File: src/hw/rtl/rf_pulse_width_code_decoder_defines.svh
// Assertion macros for the pulse-width code decoder.
// Used by rfpwd_outq in hw/rtl; no other dependencies.
`ifndef RF_PULSE_WIDTH_CODE_DECODER_DEFINES_SVH
`define RF_PULSE_WIDTH_CODE_DECODER_DEFINES_SVH
`ifndef SYNTHESIS
`define RFPWD_ASSERT(lbl, clk, rstn, prop) \
    lbl: assert property (@(posedge clk) disable iff (!rstn) (prop)) \
        else $error("assertion failed");
`define RFPWD_ASSERT_IMP(lbl, clk, rstn, ante, cons) \
    lbl: assert property (@(posedge clk) disable iff (!rstn) (ante) |-> (cons)) \
        else $error("assertion failed");
`define RFPWD_ASSERT_NXT(lbl, clk, rstn, ante, cons) \
    lbl: assert property (@(posedge clk) disable iff (!rstn) (ante) |=> (cons)) \
        else $error("assertion failed");
`else
`define RFPWD_ASSERT(lbl, clk, rstn, prop)
`define RFPWD_ASSERT_IMP(lbl, clk, rstn, ante, cons)
`define RFPWD_ASSERT_NXT(lbl, clk, rstn, ante, cons)
`endif
`endif

File: src/hw/rtl/rfpwd_pkg.sv
// Shared constants and types of the pulse-width code decoder.
// No dependencies.
package rfpwd_pkg;

    localparam int CODE_BITS   = 24;
    localparam int REPEAT_BITS = 16;
    localparam int STAMP_BITS  = 32;
    localparam int CFG_BITS    = 16;
    localparam int TMO_BITS    = 10;
    localparam int BPOS_BITS   = $clog2(CODE_BITS + 1);

    localparam int APB_DATA_BITS = 32;
    localparam int APB_ADDR_BITS = 5;
    localparam int REG_IDX_BITS  = 3;

    // register indexes
    localparam logic [REG_IDX_BITS-1:0] REG_SYNC_GAP_MIN   = 3'd0;
    localparam logic [REG_IDX_BITS-1:0] REG_START_HIGH_MIN = 3'd1;
    localparam logic [REG_IDX_BITS-1:0] REG_PULSE_MIN      = 3'd2;
    localparam logic [REG_IDX_BITS-1:0] REG_PULSE_MAX      = 3'd3;
    localparam logic [REG_IDX_BITS-1:0] REG_ONE_WIDTH_LIM  = 3'd4;
    localparam logic [REG_IDX_BITS-1:0] REG_TIMEOUT_TICKS  = 3'd5;

    localparam logic [CFG_BITS-1:0] SYNC_GAP_MIN_RST   = 16'd800;
    localparam logic [CFG_BITS-1:0] START_HIGH_MIN_RST = 16'd320;
    localparam logic [CFG_BITS-1:0] PULSE_MIN_RST      = 16'd100;
    localparam logic [CFG_BITS-1:0] PULSE_MAX_RST      = 16'd600;
    localparam logic [CFG_BITS-1:0] ONE_WIDTH_LIM_RST  = 16'd200;
    localparam logic [TMO_BITS-1:0] TIMEOUT_TICKS_RST  = 10'd100;

    localparam logic KIND_EDGE = 1'b0;
    localparam logic KIND_TICK = 1'b1;

    localparam int QDEPTH = 4;
    localparam int QA_BITS = $clog2(QDEPTH);
    localparam int QC_BITS = $clog2(QDEPTH + 1);

    typedef struct packed {
        logic [CFG_BITS-1:0] sync_gap_min;
        logic [CFG_BITS-1:0] start_high_min;
        logic [CFG_BITS-1:0] pulse_min;
        logic [CFG_BITS-1:0] pulse_max;
        logic [CFG_BITS-1:0] one_width_limit;
        logic [TMO_BITS-1:0] timeout_ticks;
    } t_cfg;

    typedef struct packed {
        logic [CODE_BITS-1:0]   code_word;
        logic [REPEAT_BITS-1:0] repeat_count;
        logic                   last;
    } t_rec;

    // records made by one item: cnt of 0, 1 or 2, rec0 first
    typedef struct packed {
        logic [1:0] cnt;
        t_rec       rec0;
        t_rec       rec1;
    } t_push;

endpackage

File: src/hw/rtl/rfpwd_ifs.sv
// Valid/ready channel interfaces for input items and result records.
// Depends on rfpwd_pkg.
interface rfpwd_in_if;
    import rfpwd_pkg::*;
    logic                  valid;
    logic                  ready;
    logic                  kind;
    logic [STAMP_BITS-1:0] stamp_us;
    logic                  pin_level;
    modport source (output valid, kind, stamp_us, pin_level, input ready);
    modport sink   (input valid, kind, stamp_us, pin_level, output ready);
endinterface

interface rfpwd_out_if;
    import rfpwd_pkg::*;
    logic                   valid;
    logic                   ready;
    logic [CODE_BITS-1:0]   code_word;
    logic [REPEAT_BITS-1:0] repeat_count;
    logic                   last;
    modport source (output valid, code_word, repeat_count, last, input ready);
    modport sink   (input valid, code_word, repeat_count, last, output ready);
endinterface

File: src/hw/rtl/rf_pulse_width_code_decoder.sv
// Pulse-width code decoder: an item enters the input register, is decoded
// combinationally and its records (0 to 2) enter a 4-entry queue as the item
// leaves the register. The item waits there while the queue lacks room: one
// item per cycle while the queue holds at most two records. Records leave one
// per cycle while the output channel is ready.
// Reset is synchronous and active low; no clearing pass.
module rf_pulse_width_code_decoder (
    input  logic                                i_clk,
    input  logic                                i_rst_n,
    rfpwd_in_if.sink                            i_in,
    rfpwd_out_if.source                         o_out,
    input  logic                                psel,
    input  logic                                penable,
    input  logic                                pwrite,
    input  logic [rfpwd_pkg::APB_ADDR_BITS-1:0] paddr,
    input  logic [rfpwd_pkg::APB_DATA_BITS-1:0] pwdata,
    output logic [rfpwd_pkg::APB_DATA_BITS-1:0] prdata,
    output logic                                pready
);
    import rfpwd_pkg::*;

    t_cfg  cfg;
    t_push push;
    logic  room;

    rfpwd_regs u_regs (
        .i_clk   (i_clk),
        .i_rst_n (i_rst_n),
        .psel    (psel),
        .penable (penable),
        .pwrite  (pwrite),
        .paddr   (paddr),
        .pwdata  (pwdata),
        .prdata  (prdata),
        .pready  (pready),
        .o_cfg   (cfg)
    );

    rfpwd_core u_core (
        .i_clk   (i_clk),
        .i_rst_n (i_rst_n),
        .i_in    (i_in),
        .i_cfg   (cfg),
        .i_room  (room),
        .o_push  (push)
    );

    rfpwd_outq u_outq (
        .i_clk   (i_clk),
        .i_rst_n (i_rst_n),
        .i_push  (push),
        .o_room  (room),
        .o_out   (o_out)
    );

endmodule

File: src/hw/rtl/rfpwd_regs.sv
// APB configuration registers of the pulse-width code decoder.
// Depends on rfpwd_pkg.
module rfpwd_regs (
    input  logic                                i_clk,
    input  logic                                i_rst_n,
    input  logic                                psel,
    input  logic                                penable,
    input  logic                                pwrite,
    input  logic [rfpwd_pkg::APB_ADDR_BITS-1:0] paddr,
    input  logic [rfpwd_pkg::APB_DATA_BITS-1:0] pwdata,
    output logic [rfpwd_pkg::APB_DATA_BITS-1:0] prdata,
    output logic                                pready,
    output rfpwd_pkg::t_cfg                     o_cfg
);
    import rfpwd_pkg::*;

    t_cfg r_cfg;
    logic [REG_IDX_BITS-1:0] idx;
    logic wr_en;

    assign idx    = paddr[APB_ADDR_BITS-1:2];
    assign wr_en  = psel && penable && pwrite;
    assign pready = 1'b1;
    assign o_cfg  = r_cfg;

    always_ff @(posedge i_clk) begin
        if (!i_rst_n) begin
            r_cfg.sync_gap_min    <= SYNC_GAP_MIN_RST;
            r_cfg.start_high_min  <= START_HIGH_MIN_RST;
            r_cfg.pulse_min       <= PULSE_MIN_RST;
            r_cfg.pulse_max       <= PULSE_MAX_RST;
            r_cfg.one_width_limit <= ONE_WIDTH_LIM_RST;
            r_cfg.timeout_ticks   <= TIMEOUT_TICKS_RST;
        end else if (wr_en) begin
            case (idx)
                REG_SYNC_GAP_MIN:   r_cfg.sync_gap_min    <= pwdata[CFG_BITS-1:0];
                REG_START_HIGH_MIN: r_cfg.start_high_min  <= pwdata[CFG_BITS-1:0];
                REG_PULSE_MIN:      r_cfg.pulse_min       <= pwdata[CFG_BITS-1:0];
                REG_PULSE_MAX:      r_cfg.pulse_max       <= pwdata[CFG_BITS-1:0];
                REG_ONE_WIDTH_LIM:  r_cfg.one_width_limit <= pwdata[CFG_BITS-1:0];
                REG_TIMEOUT_TICKS:  r_cfg.timeout_ticks   <= pwdata[TMO_BITS-1:0];
                default: ;
            endcase
        end
    end

    always_comb begin
        case (idx)
            REG_SYNC_GAP_MIN:   prdata = APB_DATA_BITS'(r_cfg.sync_gap_min);
            REG_START_HIGH_MIN: prdata = APB_DATA_BITS'(r_cfg.start_high_min);
            REG_PULSE_MIN:      prdata = APB_DATA_BITS'(r_cfg.pulse_min);
            REG_PULSE_MAX:      prdata = APB_DATA_BITS'(r_cfg.pulse_max);
            REG_ONE_WIDTH_LIM:  prdata = APB_DATA_BITS'(r_cfg.one_width_limit);
            REG_TIMEOUT_TICKS:  prdata = APB_DATA_BITS'(r_cfg.timeout_ticks);
            default:            prdata = '0;
        endcase
    end

endmodule

File: src/hw/rtl/rfpwd_core.sv
// Input register and decode state of the pulse-width code decoder; makes
// up to two records per item. Depends on rfpwd_pkg and rfpwd_ifs.
module rfpwd_core (
    input  logic              i_clk,
    input  logic              i_rst_n,
    rfpwd_in_if.sink          i_in,
    input  rfpwd_pkg::t_cfg   i_cfg,
    input  logic              i_room,
    output rfpwd_pkg::t_push  o_push
);
    import rfpwd_pkg::*;

    // input register
    logic                  r_in_vld;
    logic                  r_kind;
    logic [STAMP_BITS-1:0] r_stamp;
    logic                  r_pin;

    // decode state
    logic                   r_receiving, n_receiving;
    logic                   r_line_high, n_line_high;
    logic [BPOS_BITS-1:0]   r_bit_pos,   n_bit_pos;
    logic [CODE_BITS-1:0]   r_shift,     n_shift;
    logic [STAMP_BITS-1:0]  r_prev,      n_prev;
    logic [CODE_BITS-1:0]   r_pend_code, n_pend_code;
    logic [REPEAT_BITS-1:0] r_pend_reps, n_pend_reps;
    logic [TMO_BITS-1:0]    r_tmo_left,  n_tmo_left;
    logic                   r_tmo_armed, n_tmo_armed;

    logic                  fire;
    logic [STAMP_BITS-1:0] gap;
    logic                  lh;
    logic [CODE_BITS-1:0]  code;
    t_push                 push;

    assign fire       = r_in_vld && i_room;
    assign i_in.ready = !r_in_vld || fire;
    assign gap        = r_stamp - r_prev;
    assign lh         = !r_line_high;
    assign code       = {r_shift[CODE_BITS-2:0], (gap < STAMP_BITS'(i_cfg.one_width_limit))};
    assign o_push     = push;

    always_ff @(posedge i_clk) begin
        if (i_in.valid && i_in.ready) begin
            r_kind  <= i_in.kind;
            r_stamp <= i_in.stamp_us;
            r_pin   <= i_in.pin_level;
        end
    end

    always_ff @(posedge i_clk) begin
        if (!i_rst_n) begin
            r_in_vld    <= 1'b0;
            r_receiving <= 1'b0;
            r_line_high <= 1'b0;
            r_bit_pos   <= '0;
            r_shift     <= '0;
            r_prev      <= '0;
            r_pend_code <= '0;
            r_pend_reps <= '0;
            r_tmo_left  <= TIMEOUT_TICKS_RST;
            r_tmo_armed <= 1'b1;
        end else begin
            if (i_in.ready) r_in_vld <= i_in.valid;
            r_receiving <= n_receiving;
            r_line_high <= n_line_high;
            r_bit_pos   <= n_bit_pos;
            r_shift     <= n_shift;
            r_prev      <= n_prev;
            r_pend_code <= n_pend_code;
            r_pend_reps <= n_pend_reps;
            r_tmo_left  <= n_tmo_left;
            r_tmo_armed <= n_tmo_armed;
        end
    end

    always_comb begin
        n_receiving = r_receiving;
        n_line_high = r_line_high;
        n_bit_pos   = r_bit_pos;
        n_shift     = r_shift;
        n_prev      = r_prev;
        n_pend_code = r_pend_code;
        n_pend_reps = r_pend_reps;
        n_tmo_left  = r_tmo_left;
        n_tmo_armed = r_tmo_armed;
        push.cnt    = 2'd0;
        push.rec0   = '{code_word: r_pend_code, repeat_count: r_pend_reps, last: 1'b0};
        push.rec1   = '{code_word: code, repeat_count: '0, last: 1'b0};

        if (fire) begin
            if (r_kind == KIND_TICK) begin
                if (r_tmo_armed) begin
                    if (r_tmo_left <= TMO_BITS'(1)) begin
                        n_tmo_left  = '0;
                        n_tmo_armed = 1'b0;
                        if (r_pend_reps != '0) begin
                            push.cnt    = 2'd1;
                            n_pend_code = '0;
                            n_pend_reps = '0;
                        end
                    end else begin
                        n_tmo_left = r_tmo_left - TMO_BITS'(1);
                    end
                end
            end else begin
                n_prev      = r_stamp;
                n_line_high = lh;
                if (gap > STAMP_BITS'(i_cfg.sync_gap_min)) begin
                    if (r_receiving) begin
                        if (r_pend_reps != '0) begin
                            push.cnt    = 2'd1;
                            n_pend_code = '0;
                            n_pend_reps = '0;
                        end
                        n_bit_pos = '0;
                    end else if (r_pin) begin
                        n_line_high = 1'b1;
                        n_receiving = 1'b1;
                        n_bit_pos   = '0;
                    end
                end else if (r_receiving) begin
                    // out-of-range pulse still decodes below
                    if (gap < STAMP_BITS'(i_cfg.pulse_min) ||
                        gap > STAMP_BITS'(i_cfg.pulse_max)) begin
                        n_receiving = 1'b0;
                    end
                    if (!lh) begin
                        if (gap >= STAMP_BITS'(i_cfg.start_high_min)) begin
                            n_bit_pos = BPOS_BITS'(1);
                            n_shift   = '0;
                        end else if (r_bit_pos != '0) begin
                            n_shift = code;
                            if (r_bit_pos >= BPOS_BITS'(CODE_BITS)) begin
                                n_bit_pos   = '0;
                                n_tmo_left  = i_cfg.timeout_ticks;
                                n_tmo_armed = 1'b1;
                                if (r_pend_reps != '0 && code == r_pend_code) begin
                                    if (r_pend_reps != '1)
                                        n_pend_reps = r_pend_reps + REPEAT_BITS'(1);
                                end else begin
                                    // flush the old record, then the start record
                                    if (r_pend_reps != '0) begin
                                        push.cnt = 2'd2;
                                    end else begin
                                        push.cnt  = 2'd1;
                                        push.rec0 = push.rec1;
                                    end
                                    n_pend_code = code;
                                    n_pend_reps = REPEAT_BITS'(1);
                                end
                            end else begin
                                n_bit_pos = r_bit_pos + BPOS_BITS'(1);
                            end
                        end
                    end
                end
            end
        end

        if (push.cnt == 2'd1) push.rec0.last = 1'b1;
        if (push.cnt == 2'd2) push.rec1.last = 1'b1;
    end

endmodule

File: src/hw/rtl/rfpwd_outq.sv
// Four-entry record queue between the decode core and the output channel.
// Depends on rfpwd_pkg, rfpwd_ifs and the assertion macro header.
`include "rf_pulse_width_code_decoder_defines.svh"
module rfpwd_outq (
    input  logic              i_clk,
    input  logic              i_rst_n,
    input  rfpwd_pkg::t_push  i_push,
    output logic              o_room,
    rfpwd_out_if.source       o_out
);
    import rfpwd_pkg::*;

    t_rec                r_mem [QDEPTH];
    logic [QA_BITS-1:0]  r_wr, r_rd;
    logic [QC_BITS-1:0]  r_cnt, n_cnt;
    logic                pop;
    logic [QA_BITS-1:0]  wr1;
    t_rec                head;

    assign head               = r_mem[r_rd];
    assign o_out.valid        = (r_cnt != '0);
    assign o_out.code_word    = head.code_word;
    assign o_out.repeat_count = head.repeat_count;
    assign o_out.last         = head.last;
    assign pop                = o_out.valid && o_out.ready;
    assign wr1                = r_wr + QA_BITS'(1);
    // room for the worst case of one item
    assign o_room             = (r_cnt <= QC_BITS'(QDEPTH - 2));
    assign n_cnt              = r_cnt + QC_BITS'(i_push.cnt) - QC_BITS'(pop);

    always_ff @(posedge i_clk) begin
        if (i_push.cnt != 2'd0) r_mem[r_wr] <= i_push.rec0;
        if (i_push.cnt == 2'd2) r_mem[wr1]  <= i_push.rec1;
    end

    always_ff @(posedge i_clk) begin
        if (!i_rst_n) begin
            r_wr  <= '0;
            r_rd  <= '0;
            r_cnt <= '0;
        end else begin
            r_wr  <= r_wr + QA_BITS'(i_push.cnt);
            if (pop) r_rd <= r_rd + QA_BITS'(1);
            r_cnt <= n_cnt;
        end
    end

    `RFPWD_ASSERT(a_cnt_range, i_clk, i_rst_n, r_cnt <= QC_BITS'(QDEPTH))
    `RFPWD_ASSERT(a_push_fits, i_clk, i_rst_n, r_cnt + QC_BITS'(i_push.cnt) <= QC_BITS'(QDEPTH))
    `RFPWD_ASSERT_IMP(a_last_one, i_clk, i_rst_n, i_push.cnt == 2'd1, i_push.rec0.last)
    `RFPWD_ASSERT_IMP(a_last_two, i_clk, i_rst_n, i_push.cnt == 2'd2, i_push.rec1.last && !i_push.rec0.last)
    `RFPWD_ASSERT_NXT(a_pop_drains, i_clk, i_rst_n, pop && i_push.cnt == 2'd0, r_cnt == $past(r_cnt) - QC_BITS'(1))

endmodule
File: src/flat_wrapper.sv
// flat-port wrapper written by rule: the top's interface ports become plain ports
module rf_pulse_width_code_decoder_flat import rfpwd_pkg::*;
  (i_clk, i_rst_n, psel, penable, pwrite, paddr, pwdata, prdata, pready, i_in_valid, i_in_kind, i_in_stamp_us, i_in_pin_level, i_in_ready, o_out_valid, o_out_code_word, o_out_repeat_count, o_out_last, o_out_ready);
  rfpwd_in_if i_in_i ();
  rfpwd_out_if o_out_i ();
  input  logic i_clk;
  input  logic i_rst_n;
  input  logic psel;
  input  logic penable;
  input  logic pwrite;
  input  logic [rfpwd_pkg::APB_ADDR_BITS-1:0] paddr;
  input  logic [rfpwd_pkg::APB_DATA_BITS-1:0] pwdata;
  output logic [rfpwd_pkg::APB_DATA_BITS-1:0] prdata;
  output logic pready;
  input wire logic [$bits(i_in_i.valid)-1:0] i_in_valid;
  input wire logic [$bits(i_in_i.kind)-1:0] i_in_kind;
  input wire logic [$bits(i_in_i.stamp_us)-1:0] i_in_stamp_us;
  input wire logic [$bits(i_in_i.pin_level)-1:0] i_in_pin_level;
  output wire logic [$bits(i_in_i.ready)-1:0] i_in_ready;
  output wire logic [$bits(o_out_i.valid)-1:0] o_out_valid;
  output wire logic [$bits(o_out_i.code_word)-1:0] o_out_code_word;
  output wire logic [$bits(o_out_i.repeat_count)-1:0] o_out_repeat_count;
  output wire logic [$bits(o_out_i.last)-1:0] o_out_last;
  input wire logic [$bits(o_out_i.ready)-1:0] o_out_ready;
  assign i_in_i.valid = i_in_valid;
  assign i_in_i.kind = i_in_kind;
  assign i_in_i.stamp_us = i_in_stamp_us;
  assign i_in_i.pin_level = i_in_pin_level;
  assign i_in_ready = i_in_i.ready;
  assign o_out_valid = o_out_i.valid;
  assign o_out_code_word = o_out_i.code_word;
  assign o_out_repeat_count = o_out_i.repeat_count;
  assign o_out_last = o_out_i.last;
  assign o_out_i.ready = o_out_ready;
  rf_pulse_width_code_decoder u_core (.i_clk(i_clk), .i_rst_n(i_rst_n), .i_in(i_in_i), .o_out(o_out_i), .psel(psel), .penable(penable), .pwrite(pwrite), .paddr(paddr), .pwdata(pwdata), .prdata(prdata), .pready(pready));
endmodule
File: config.mk
export PLATFORM = sky130hd
export DESIGN_NAME = rf_pulse_width_code_decoder_flat
export DESIGN_NICKNAME = d
export VERILOG_FILES = /design/src/hw/rtl/rfpwd_pkg.sv /design/src/hw/rtl/rfpwd_ifs.sv /design/src/hw/rtl/rf_pulse_width_code_decoder.sv /design/src/hw/rtl/rfpwd_regs.sv /design/src/hw/rtl/rfpwd_core.sv /design/src/hw/rtl/rfpwd_outq.sv /design/src/flat_wrapper.sv
export VERILOG_INCLUDE_DIRS = /design/src /design/src/hw/rtl
export SDC_FILE = /design/constraint.sdc
export NUM_CORES = 1
export LEC_CHECK = 0
export BUFFER_PORTS_ARGS = -buffer_cell sky130_fd_sc_hd__buf_2
export CORE_AREA = 2 2 217 219
export CTS_CLUSTER_DIAMETER = 60
export DETAILED_ROUTE_END_ITERATION = 7
export DIE_AREA = 0 0 219 221
export PLACE_DENSITY = 0.72
export SLEW_MARGIN = 20
export SYNTH_ARGS = -nofsm -noshare
export SYNTH_HDL_FRONTEND = slang
export SYNTH_HIERARCHICAL = 1
export SYNTH_SLANG_ARGS = --single-unit
File: constraint.sdc
create_clock -name i_clk -period 22.3 [get_ports i_clk]
set_input_delay 2.23 -clock i_clk [delete_from_list [all_inputs] [get_ports i_clk]]
set_output_delay 2.23 -clock i_clk [all_outputs]
set_load 0.03 [all_outputs]
* Yosys cells after proc, flatten, opt, wreduce, memory -nomap -nowiden
Memories as Yosys holds them, arrays and structs flattened. A register that Yosys moved wholly into a read port is not among the register bits.
Cells that the tools add are included.
** Word-level totals
- Register bits :: 245
- RAM bits :: 164
- Input bits :: 78
- Output and inout bits :: 76
- Word-level logic and storage cells :: 184
- Memories :: 1
** Cells by class
- Add/subtract/negate cells :: 9
- Magnitude comparators :: 8
- Equal/unequal tests :: 16
- Mux-type cells :: 86
- Bitwise gates (word level) :: 2
- Reduce and logical (&&, ||, !) cells :: 40
** Memories
- u_core.u_outq.r_mem :: words 4, bits a word 41, read ports 1, clocked after memory_dff 1, write ports 2, line rfpwd_outq.sv:13 : t_rec r_mem [QDEPTH];
** Operators with widths (count)
- $mux 43 :: 7
- $mux 24 :: 12
- $mux 16 :: 13
- $mux 41 :: 3
- $pmux 16 s6 :: 1
- $mux 10 :: 9
- $gt 32x16->1 :: 2
- $lt 32x16->1 :: 2
- $mux 23 :: 2
- $mux 5 :: 8
- $ge 32x16->1 :: 1
- $sub 32x32->32 :: 1
- $mux 1 :: 26
- $eq 24x24->1 :: 1
- $reduce_and 9->1 :: 2
- $reduce_bool 2->1 :: 9
- $add 16x1->16 const B :: 1
- $ne 16x16->1 const B :: 1
- $reduce_bool 16->1 :: 1
- $reduce_bool 3->1 :: 5
- $reduce_and 2->1 :: 7
- $reduce_and 6->1 :: 2
- $le 10x1->1 const B :: 1
- $mux 2 :: 5
- other kinds (25) :: 39

* Depth between registers and ports, before layout
Gate-level depths: netlist of run 1.
- Depth in word-level cells :: 16
- Gate-level depth with buffers :: 26
- Mapped depth without buffers :: 25

* Cells and area by module
The synthesis of run 1 kept the hierarchy.
** By module, submodules not included
- rfpwd_core :: times used 1, cells each 1321, area each 10970.5 µm², seq. area each 3303.2 µm²
- rfpwd_outq :: times used 1, cells each 448, area each 8516.9 µm², seq. area each 5104.9 µm²
- rfpwd_regs :: times used 1, cells each 448, area each 4296.6 µm², seq. area each 1801.7 µm²

* Least setup slack after synthesis of run 1
OpenSTA, ideal clock, no wires.
- Kind :: register -> register
- From :: reg u_core.u_core.r_stamp[0]
- To :: mem u_core/u_outq/r_mem[0][0] in the netlist's numbering, enable pin
- Library setup time :: 0.501 ns
- Arrival :: 7.578 ns
- Setup slack :: 14.221 ns
- Stages on the path, launching flop included :: 22
- Clock period less this slack :: 8.079 ns
- Cells stage by stage :: edfxtp_1 inv_1 ha_1 fa_1 nor2b_1 o2111a_1 o21ai_0 a21oi_1 nor2_1 xnor2_1 ha_1 a21o_1 a21oi_1 o21ai_0 a21oi_1 and3_1 clkbuf_1 nand4_1 or3_1 a21oi_1 nor2_1 o31ai_1
** RTL lines
- from (decl) :: line rfpwd_core.sv:16 : logic [STAMP_BITS-1:0] r_stamp;
- from (signal assigned) :: line rfpwd_core.sv:46 : r_stamp <= i_in.stamp_us;
- to (decl) :: line rfpwd_outq.sv:13

==> flow_metrics.py, run 1 <==
metrics = {
    "critical_path": {
        "crit_slowest_cell": "xnor2_1",
        "slowest_delay_ns": 0.65,
        "cp-start-kind": "register",
        "path_max_fanout": 36,
        "cp_common_cell": "a21oi_1",
        "crit_path_end_kind": "register",
        "path_cells": "inv_1 -> ha_1 -> fa_1 -> nor2b_1 -> o2111a_1 -> o21ai_0 -> a21oi_1 -> nor2_1 -> xnor2_1 -> ha_1 -> a21o_1 -> a21oi_1 -> o21ai_0 -> a21oi_1 -> and3_1 -> nand4_1 -> or3_1 -> a21oi_1 -> nand4b_1 -> buf_4 -> o31ai_4 -> buf_4",
        "crit_required_ns": 22.57,
        "cp.arrival_ns": 7.98,
        "critPathKind": "register to register",
    },
    "drt": {
        "wl_per_cell_um": 19.98,
        "drt_iter0_markers": 1268,
        "vias": 17230,
        "totalWireLength_um": 58140,
        "viasPerCell": 5.921,
        "drt_pre_antenna_iters": 5,
        "drc_errors": 0,
        "ant_nets": 0,
    },
    "run": {
        "drv_cap": 0,
    },
    "global_routing": {
        "antenna_found_initial": 0,
        "grt_pass1_vias": 17350,
        "grt_usage": 0.2397,
        "grt_max_degree": 69,
        "grt_first_pass_wirelength_um": 92670,
        "grt_overflow": 0,
    },
    "clocking": {
        "cts.sink_count": 411,
        "cts_tree": "done",
        "hold_buffers": 0,
        "cts_resized": 0,
        "cts-root-buf": "clkbuf_16",
        "cts_setup_buffers": 0,
        "htree_levels": 2,
        "clock_path_buffers": 3,
        "clkLatencyLatePin_ns": 0.59,
        "numCtsBuffers": 46,
        "clk_pin_slew_worst_paths_ns": 0.06,
    },
    "sta": {
        "setup_tns_ns": 0,
        "hold_viol": 0,
        "fin_ws_ns": 14.59,
        "finalClockSkew_ns": 0.03191,
        "hold_ws_ns": 0.4530,
        "period_share": 0.3457,
        "finalSetupViolations": 0,
        "maxSlewViolCount": 0,
        "slew_headroom": 0.2691,
        "max_slew.worst_pin.slew_ns": 1.096,
        "period_needed_ns": 7.708,
        "grt_setup_unrepaired": "no",
        "max_freq_mhz": 129.7,
    },
    "synthesis": {
        "seq_area_frac_synth": 0.4293,
        "ys.warnings.count": 6,
        "yosysUniqueCellTypes": 100,
        "synthCells": 2217,
        "synth-edff-count": 198,
        "synth-seq-cells": 411,
        "syn-mean-instance-area_um2": 10.73,
        "syn-cell-area_um2": 23780,
        "ys_async_sr_fraction": 0,
        "ys.flop_type": "dfxtp_1",
    },
    "hold_path": {
        "hold_path.class": "register to register",
    },
    "final_layout": {
        "area_growth_pct": 9.438,
        "antenna_cells": 0,
        "multi_input_area_um2": 12200,
        "drive_gt1_frac": 0.2249,
        "fillerInstances": 3931,
        "ff_latch_area_um2": 10210,
        "fin_nets": 2464,
    },
    "place": {
        "place_congestion": 0.8866,
        "dp_hpwl_um": 38850,
        "port_buffers": 118,
        "pre_cts_ws_ns": 14.67,
    },
    "floorplanning": {
        "io_pins": 154,
        "coreArea_um2": 46060,
        "initial_core_util": 0.5164,
        "fp.dieH_um": 221,
        "rows": 79,
        "die_x_um": 219,
        "die_area_um2": 48400,
    },
    "pwr": {
        "ir_drop_v": 0.00006393,
        "power_leakage_nw": 10.02,
        "power_density_nw_per_um2": 79.60,
    },
    "status": {
        "run_status": "finished clean",
    },
}
==> cell usage in the layout (no fill, tap or decap), drive strengths merged, types with 22 or more instances in the layout <==
cell and instances:
nand3 40, conb 33, nand2 227, ha 119, inv 146, a21o 43, o211ai 23, nand4 32
nor3 27, mux2 213, a21oi 110, a22oi 29, o21a 22, mux4 43, a32o 25, nor2 93
clkbuf 58, o21ai 63, mux2i 85, buf 139, xnor2 30, dfxtp 213, xor2 22, edfxtp 198
==> flip-flops by register name, summed over array words and instances, names as in the netlist, 2 cells and up, named ones only <==
register                   cells
u_core/u_outq/r_mem          164
u_core/u_regs/o_cfg           90
u_core/u_core/r_prev          32
u_core/u_core/r_stamp         32
u_core/u_core/r_pend_code     24
u_core/u_core/r_shift         23
u_core/u_core/r_pend_reps     16
u_core/u_core/r_tmo_left      10
u_core/u_core/r_bit_pos        5
u_core/u_outq/r_cnt            3
u_core/u_outq/r_rd             2
u_core/u_outq/r_wr             2
==> synth_stat cells, types with 29 or more instances <==
library cell	instances	share of area
mux2_2	197	0.093
a21oi_1	109	0.023
buf_4	42	0.013
buf_2	33	0.0069
inv_1	144	0.023
dfxtp_1	213	0.18
nand3_1	40	0.0084
edfxtp_1	198	0.25
a21o_1	42	0.013
nand4_1	31	0.0082
nand2_1	225	0.036
o21ai_0	58	0.012
a22oi_1	29	0.0092
nor2_1	87	0.014
mux2i_1	85	0.036
ha_1	119	0.063
clkbuf_1	64	0.010
mux4_2	43	0.041
xnor2_1	30	0.011
==> routing by layer <==
metal / wire [um] / vias up / GRT usage / part of all wire
met4: 1931 / 0 / 0.09198 / 0.033
li1: - / 8202 / - / -
met3: 3082 / 124 / 0.03491 / 0.053
met1: 24610 / 8414 / 0.3067 / 0.42
met5: 0 / - / 0 / 0
met2: 28520 / 489 / 0.4082 / 0.49
==> cells by family (layout without fill, tap and decap cells) <==
group           Yosys count  in the layout  synth area share
simple gates            544            544            0.1141
compound gates          429            429            0.1265
flops                   411            411            0.4293
mux                     341            341            0.1799
buf+inv                 314            370           0.06450
fa+ha+maj               121            121           0.06429
xor+xnor                 54             54           0.02104
other cells               3             33         0.0004734
==> power by group <==
part / internal, mW / switching (mW) / total, mW
registers: 0.804 / 0.0155 / 0.820
clock network: 0.445 / 0.319 / 0.764
logic: 0.188 / 0.301 / 0.489
total: 1.44 / 0.635 / 2.07
==> final timing paths <==
kind / start / end / slack, ns / depth (start not counted)
worst max-delay path: u_core/u_core/r_stamp[0] / u_core/u_outq/r_mem[0][28] / 14.59 / 22
worst min-delay path: u_core/u_core/r_prev[13] / u_core/u_core/r_prev[13] / 0.45 / 2
worst max register to register: u_core/u_core/r_stamp[0] / u_core/u_outq/r_mem[0][28] / 14.59 / 22
worst min register to register: u_core/u_core/r_prev[13] / u_core/u_core/r_prev[13] / 0.45 / 2
==> critical path, delay by kind of cell, from the launching register on <==
family,cells,cell delay [ns]
flip-flops,1,0.41
adder cells (fa/ha/maj),3,1.00
AO/OA/AOI/OAI,9,2.48
XOR/XNOR,1,0.65
buffers and inverters,3,1.04
AND/OR/NAND/NOR,6,1.79
==> through the flow <==
stage                     area, um2  power [mW]  utilization  std cells
after floorplan               23900       1.201            -       2247
after global placement        24460       1.315       0.5310       2823
after detailed placement      24460       1.324       0.5310       2823
after CTS                     26010       2.091       0.5647       2909
after global routing          26030       2.172       0.5651       2910
final                         26030       2.072       0.5651       2910
==> cell type report <==
class                           instances  area share
Multi-Input combinational cell       1522      0.4688
Sequential cell                       411      0.3923
Clock buffer                           58     0.04908
Tap cell                              607     0.02918
Timing Repair Buffer                  139     0.02913
Inverter                              145     0.02091
Clock inverter                         28     0.01058
Power figures use the tool's default switching activity.
==> run 2: changes to the inputs <==
ABC_AREA = 1   (was not set)
CORE_AREA = 2 2 224 226   (was 2 2 217 219)
DIE_AREA = 0 0 226 228   (was 0 0 219 221)
PLACE_DENSITY = 0.71   (was 0.72)
clock period = 7.38 ns   (was 22.3 ns; I/O delays follow)
==> flow_metrics.py, run 2 <==
metrics = {
    "synthesis": {
        "yosysUniqueCellTypes": 57,
        "yosysMostFrequentCell": "nand2_1",
        "syn-cell-area_um2": 25200,
        "seq_area_frac_synth": 0.4052,
        "synthDominantCellAreaShare": 0.2359,
        "ys.flop_type": "dfxtp_1",
        "synth-seq-cells": 411,
        "synthCells": 3476,
        "post-synth-top-area-cell": "edfxtp_1",
        "synth-edff-count": 198,
        "synth_area_leaders": "edfxtp_1 24%, dfxtp_1 17%, nand2_1 12%",
        "ys.warnings.count": 6,
        "syn-mean-instance-area_um2": 7.249,
        "netlist_top_cells_count": "810 x nand2_1, 513 x nor2_1, 432 x inv_1",
        "ys_async_sr_fraction": 0,
    },
    "final_layout": {
        "area_growth_pct": 9.091,
        "finalNonFillerCells": 4216,
        "antenna_cells": 0,
        "final_util": 0.5570,
        "regMostFlops": "u_core/u_outq/r_mem",
        "fin_nets": 3705,
        "drive_gt1_frac": 0.09453,
        "final_common_cell": "nand2_1",
        "largest_register_ffs": 164,
        "final_cell_mix": "804 x nand2_1, 511 x nor2_1, 432 x inv_1",
    },
    "clocking": {
        "cts_setup_buffers": 0,
        "clock_path_buffers": 3,
        "hold_buffers": 0,
        "cts_resized": 0,
        "cts_tree": "done",
        "cts.sink_count": 411,
        "clkLatencyLatePin_ns": 0.59,
        "numCtsBuffers": 46,
        "clk_pin_slew_worst_paths_ns": 0.06,
        "cts-root-buf": "clkbuf_16",
        "htree_levels": 2,
    },
    "sta": {
        "max_freq_mhz": 155.2,
        "finalClockSkew_ns": 0.02385,
        "hold_viol": 0,
        "fin_ws_ns": 0.9378,
        "setup_tns_ns": 0,
        "slew_headroom": 0.2909,
        "period_share": 0.8729,
        "maxSlewViolCount": 0,
        "grt_setup_unrepaired": "no",
        "max_slew.worst_pin.slew_ns": 1.064,
        "period_needed_ns": 6.442,
        "finalSetupViolations": 0,
    },
    "drt": {
        "ant_nets": 0,
        "drt_pre_antenna_iters": 5,
        "wl_per_cell_um": 15.16,
        "vias": 22060,
        "drt_iter0_markers": 1579,
        "totalWireLength_um": 63930,
        "viasPerCell": 5.231,
        "drc_errors": 0,
    },
    "critical_path": {
        "cp.arrival_ns": 6.72,
        "crit_required_ns": 7.66,
        "path_max_fanout": 29,
        "crit_path_end_kind": "register",
        "reg2reg_depth": 22,
        "critPathKind": "register to register",
        "cp-start-kind": "register",
    },
    "place": {
        "port_buffers": 118,
        "pre_cts_ws_ns": 1.087,
        "place_congestion": 0.8818,
        "dpl.cell_count": 4130,
        "dp_hpwl_um": 42420,
    },
    "floorplanning": {
        "die_area_um2": 51530,
        "coreArea_um2": 49350,
        "initial_core_util": 0.5106,
        "die_x_um": 226,
        "io_pins": 154,
        "rows": 82,
        "fp.dieH_um": 228,
    },
    "global_routing": {
        "grt_overflow": 0,
        "grt_pass1_vias": 20440,
        "grt_usage": 0.2475,
        "antenna_found_initial": 0,
        "grt_max_degree": 104,
        "grt_first_pass_wirelength_um": 103200,
    },
    "run": {
        "drv_cap": 0,
    },
    "hold_path": {
        "hold_path.class": "primary input to register",
        "holdPathStages": 1,
    },
    "pwr": {
        "power_density_nw_per_um2": 248.1,
        "power_leakage_nw": 11.67,
        "ir_drop_v": 0.0002838,
        "power_mw": 6.820,
    },
    "status": {
        "run_status": "finished clean",
    },
}
## run 2: worst max-delay path, stage by stage, from the launching register on
cell,delay [ns]
edfxtp_1,0.40
ha_1,0.40
nand2_1,0.11
nor2_1,0.22
nand2_1,0.12
inv_1,0.07
nand2_1,0.06
nand2_1,0.13
xor2_1,0.54
ha_1,0.37
a21oi_1,0.16
o21ai_0,0.09
a21oi_1,0.11
a21boi_0,0.74
nand4_1,0.24
nand2_1,0.13
nor2_2,0.06
nor4b_1,0.61
inv_2,0.14
nor2_4,0.20
nand2_2,0.39
nand2_2,0.54
buf_12,0.27
## run 2: final timing paths
check                            from                          to  slack, ns
min reg2reg  u_core/u_core/r_prev[20]    u_core/u_core/r_prev[20]       0.45
max          u_core/u_core/r_stamp[7]  u_core/u_outq/r_mem[1][40]       0.94
max reg2reg  u_core/u_core/r_stamp[7]  u_core/u_outq/r_mem[1][40]       0.94
min                  i_in_stamp_us[2]    u_core/u_core/r_stamp[2]       0.33
## run 2: power breakdown
group          switching (mW)  internal [mW]
Clock                   0.969           1.38
Sequential             0.0533           2.47
Combinational            1.34          0.614
## run 2: cell families (layout without fill, tap and decap cells)
| group | Yosys count | count (layout) | share of synthesized area |
|---|---|---|---|
| compound gates | 618 | 618 | 0.1336 |
| xor+xnor | 52 | 52 | 0.01807 |
| fa+ha+maj | 121 | 121 | 0.06068 |
| buf+inv | 648 | 686 | 0.1129 |
| flops | 411 | 411 | 0.4052 |
| other cells | 3 | 33 | 0.0004468 |
| simple gates | 1623 | 1623 | 0.2692 |
## run 2: layout make-up
type	instances	area, um2
Clock buffer	62	1291
Clock inverter	24	264.0
Fill cell	4706	21860
Inverter	446	1678
Multi-Input combinational cell	2447	12310
Sequential cell	411	10210
Tap cell	672	840.8
Timing Repair Buffer	154	892.1
## run 2: metrics by stage
step	hold WS, ns	cell area, um2
final	0.3305	27490
after floorplan	0.4331	25310
after detailed placement	0.4509	25930
after global routing	0.3080	27490
after global placement	0.4437	25930
after CTS	0.2973	27490
## run 2: metal layers
metal	share of wire	global-route usage	vias up
met1	0.43	0.3123	10020
li1	-	-	11310
met4	0.025	0.07761	0
met2	0.49	0.4392	629
met5	0	0	-
met3	0.059	0.02937	104
==> run 3: changes to the inputs <==
--- a/config.mk
+++ b/config.mk
@@ -14,5 +14,5 @@
 export DIE_AREA = 0 0 226 228
 export PLACE_DENSITY = 0.71
-export SLEW_MARGIN = 20
+export SETUP_SLACK_MARGIN = 0.5
 export SYNTH_ARGS = -nofsm -noshare
 export SYNTH_HDL_FRONTEND = slang
==> constraint.sdc (replaced) <==
create_clock -name i_clk -period 7.38 [get_ports i_clk]
set_input_delay 1.107 -clock i_clk [delete_from_list [all_inputs] [get_ports i_clk]]
set_output_delay 1.107 -clock i_clk [all_outputs]
set_load 0.03 [all_outputs]
==> flow_metrics.py, run 3 (synthesized netlist as in run 2, its figures left out) <==
metrics = {
    "final_layout": {
        "fin_nets": 3705,
        "regMostFlops": "u_core/u_outq/r_mem",
        "antenna_cells": 0,
        "drive_gt1_frac": 0.09304,
        "area_growth_pct": 9.071,
        "final_cell_mix": "804 x nand2_1, 511 x nor2_1, 432 x inv_1",
        "largest_register_ffs": 164,
        "final_common_cell": "nand2_1",
    },
    "critical_path": {
        "cp.arrival_ns": 6.52,
        "crit_slowest_cell": "a21boi_0",
        "path_max_fanout": 30,
        "path_cells": "ha_1 -> nand2_1 -> nand2_1 -> inv_2 -> nand2_4 -> nand2_1 -> nand2_2 -> nand2_1 -> nand2_1 -> xor2_1 -> ha_1 -> a21oi_1 -> o21ai_0 -> a21oi_1 -> a21boi_0 -> nand4_1 -> nand2_1 -> nor2_2 -> nor4b_1 -> inv_2 -> nor2_4 -> nand2_2 -> nand2_2 -> buf_4",
        "cp_common_cell": "nand2_1",
        "slowest_delay_ns": 0.75,
        "timing.rr.start": "u_core/u_core/r_stamp[2]",
        "r2r-end": "u_core/u_outq/r_mem[1][40]",
        "cp-start-kind": "register",
        "r2r_slack_ns": 1.08,
        "reg2reg_depth": 24,
        "critPathKind": "register to register",
        "crit_path_end_kind": "register",
        "crit_required_ns": 7.60,
    },
    "pwr": {
        "ir_drop_v": 0.0002038,
        "power_leakage_nw": 11.65,
        "power_density_nw_per_um2": 248.8,
        "power_mw": 6.837,
    },
    "clocking": {
        "cts-root-buf": "clkbuf_16",
        "clkLatencyLatePin_ns": 0.60,
        "hold_buffers": 0,
        "cts.sink_count": 411,
        "cts_resized": 0,
        "cts_tree": "done",
        "numCtsBuffers": 49,
        "htree_levels": 2,
        "clk_pin_slew_worst_paths_ns": 0.05,
        "cts_setup_buffers": 0,
        "clock_path_buffers": 3,
    },
    "place": {
        "port_buffers": 118,
        "place_congestion": 0.8996,
        "dp_hpwl_um": 42450,
    },
    "hold_path": {
        "min_to": "u_core/u_core/r_prev[15]",
        "hold_path.class": "register to register",
        "worst_hold_startpoint": "u_core/u_core/r_prev[15]",
        "holdPathStages": 2,
    },
    "drt": {
        "viasPerCell": 5.241,
        "totalWireLength_um": 64290,
        "wl_per_cell_um": 15.24,
        "ant_nets": 0,
        "drt_pre_antenna_iters": 7,
        "drt_iter0_markers": 1702,
        "vias": 22110,
        "drc_errors": 0,
    },
    "sta": {
        "setup_tns_ns": 0,
        "max_freq_mhz": 158.6,
        "period_share": 0.8543,
        "finalSetupViolations": 0,
        "maxSlewViolCount": 0,
        "hold_viol": 0,
        "slew_headroom": 0.2641,
        "max_slew.worst_pin.slew_ns": 1.104,
        "grt_setup_unrepaired": "no",
        "finalClockSkew_ns": 0.02439,
        "period_needed_ns": 6.305,
    },
    "status": {
        "run_status": "finished clean",
    },
    "floorplanning": {
        "die_area_um2": 51530,
        "initial_core_util": 0.5106,
        "fp.dieH_um": 228,
        "coreArea_um2": 49350,
        "die_x_um": 226,
        "io_pins": 154,
        "rows": 82,
    },
    "global_routing": {
        "grt_first_pass_wirelength_um": 104100,
        "grt_max_degree": 120,
        "grt_pass1_vias": 20050,
        "grt_overflow": 0,
        "antenna_found_initial": 1,
        "grt_usage": 0.2507,
    },
    "run": {
        "drv_cap": 0,
    },
}
-- run 3: cell count changes in the layout (fill, tap and decap cells not counted), moves of 2 or more --
| cell | previous run | this run |
|---|---|---|
| clkbuf_1 | 8 | 16 |
| clkinvlp_4 | 1 | 3 |
| clkinv_2 | 10 | 6 |
| clkbuf_16 | 46 | 49 |
| buf_4 | 34 | 32 |
| clkbuf_8 | 8 | 5 |
-- run 3: worst max-delay path by stage --
stage / from / to / depth (start not counted) / slack (ns)
detailed placement: u_core/u_core/r_stamp[7] / u_core/u_outq/r_mem[1][23] / 21 / 1.10
CTS: u_core/u_core/r_stamp[7] / u_core/u_outq/r_mem[1][28] / 21 / 1.06
finish: u_core/u_core/r_stamp[2] / u_core/u_outq/r_mem[1][40] / 24 / 1.08
global route: u_core/u_core/r_stamp[7] / u_core/u_outq/r_mem[1][32] / 23 / 0.64
global placement: u_core/u_core/r_stamp[7] / u_core/u_outq/r_mem[1][24] / 21 / 1.16
floorplan: u_core/u_core/r_stamp[9] / u_core/u_outq/r_mem[3][0] / 22 / 1.59
-- run 3: stage by stage --
step | cells | worst slack (ns) | hold slack, ns | cell area [um2] | util
2_1_floorplan | 3506 | 1.593 | 0.4331 | 25320 | -
3_3_place_gp | 4127 | 1.164 | 0.4429 | 25910 | 0.5250
3_5_place_dp | 4127 | 1.096 | 0.4506 | 25910 | 0.5250
4_1_cts | 4219 | 1.056 | 0.4591 | 27490 | 0.5569
5_1_grt | 4219 | 0.6448 | 0.4759 | 27490 | 0.5569
6_report | 4219 | 1.075 | 0.4575 | 27490 | 0.5569
-- run 3: area by class of cell --
class | instances | area, um2
multi-input cells | 2447 | 12320
flip-flops and latches | 411 | 10210
repair buffers | 151 | 857.1
fillers | 4744 | 21860
clock inverters | 22 | 222.7
well taps | 672 | 840.8
clock buffers | 70 | 1355
inverters | 446 | 1678
-- run 3: power breakdown --
group	switching (mW)	total, mW	internal [mW]
Combinational	1.33	1.93	0.604
Sequential	0.0562	2.53	2.47
Clock	0.985	2.38	1.39
Total	2.37	6.84	4.47
-- run 3: worst max-delay path, delay by kind of cell, from the launching register on --
family | cells | cell delay, ns
fa+ha+maj | 2 | 0.80
flops | 1 | 0.42
buf+inv | 3 | 0.64
xor+xnor | 1 | 0.55
compound gates | 4 | 1.09
simple gates | 14 | 2.42
-- run 3: per-layer routing --
metal | track usage | up-vias | share of wire
met5 | 0 | - | 0
met4 | 0.07409 | 0 | 0.027
met3 | 0.03452 | 119 | 0.064
met2 | 0.4263 | 701 | 0.48
met1 | 0.3310 | 10010 | 0.43
li1 | - | 11280 | -
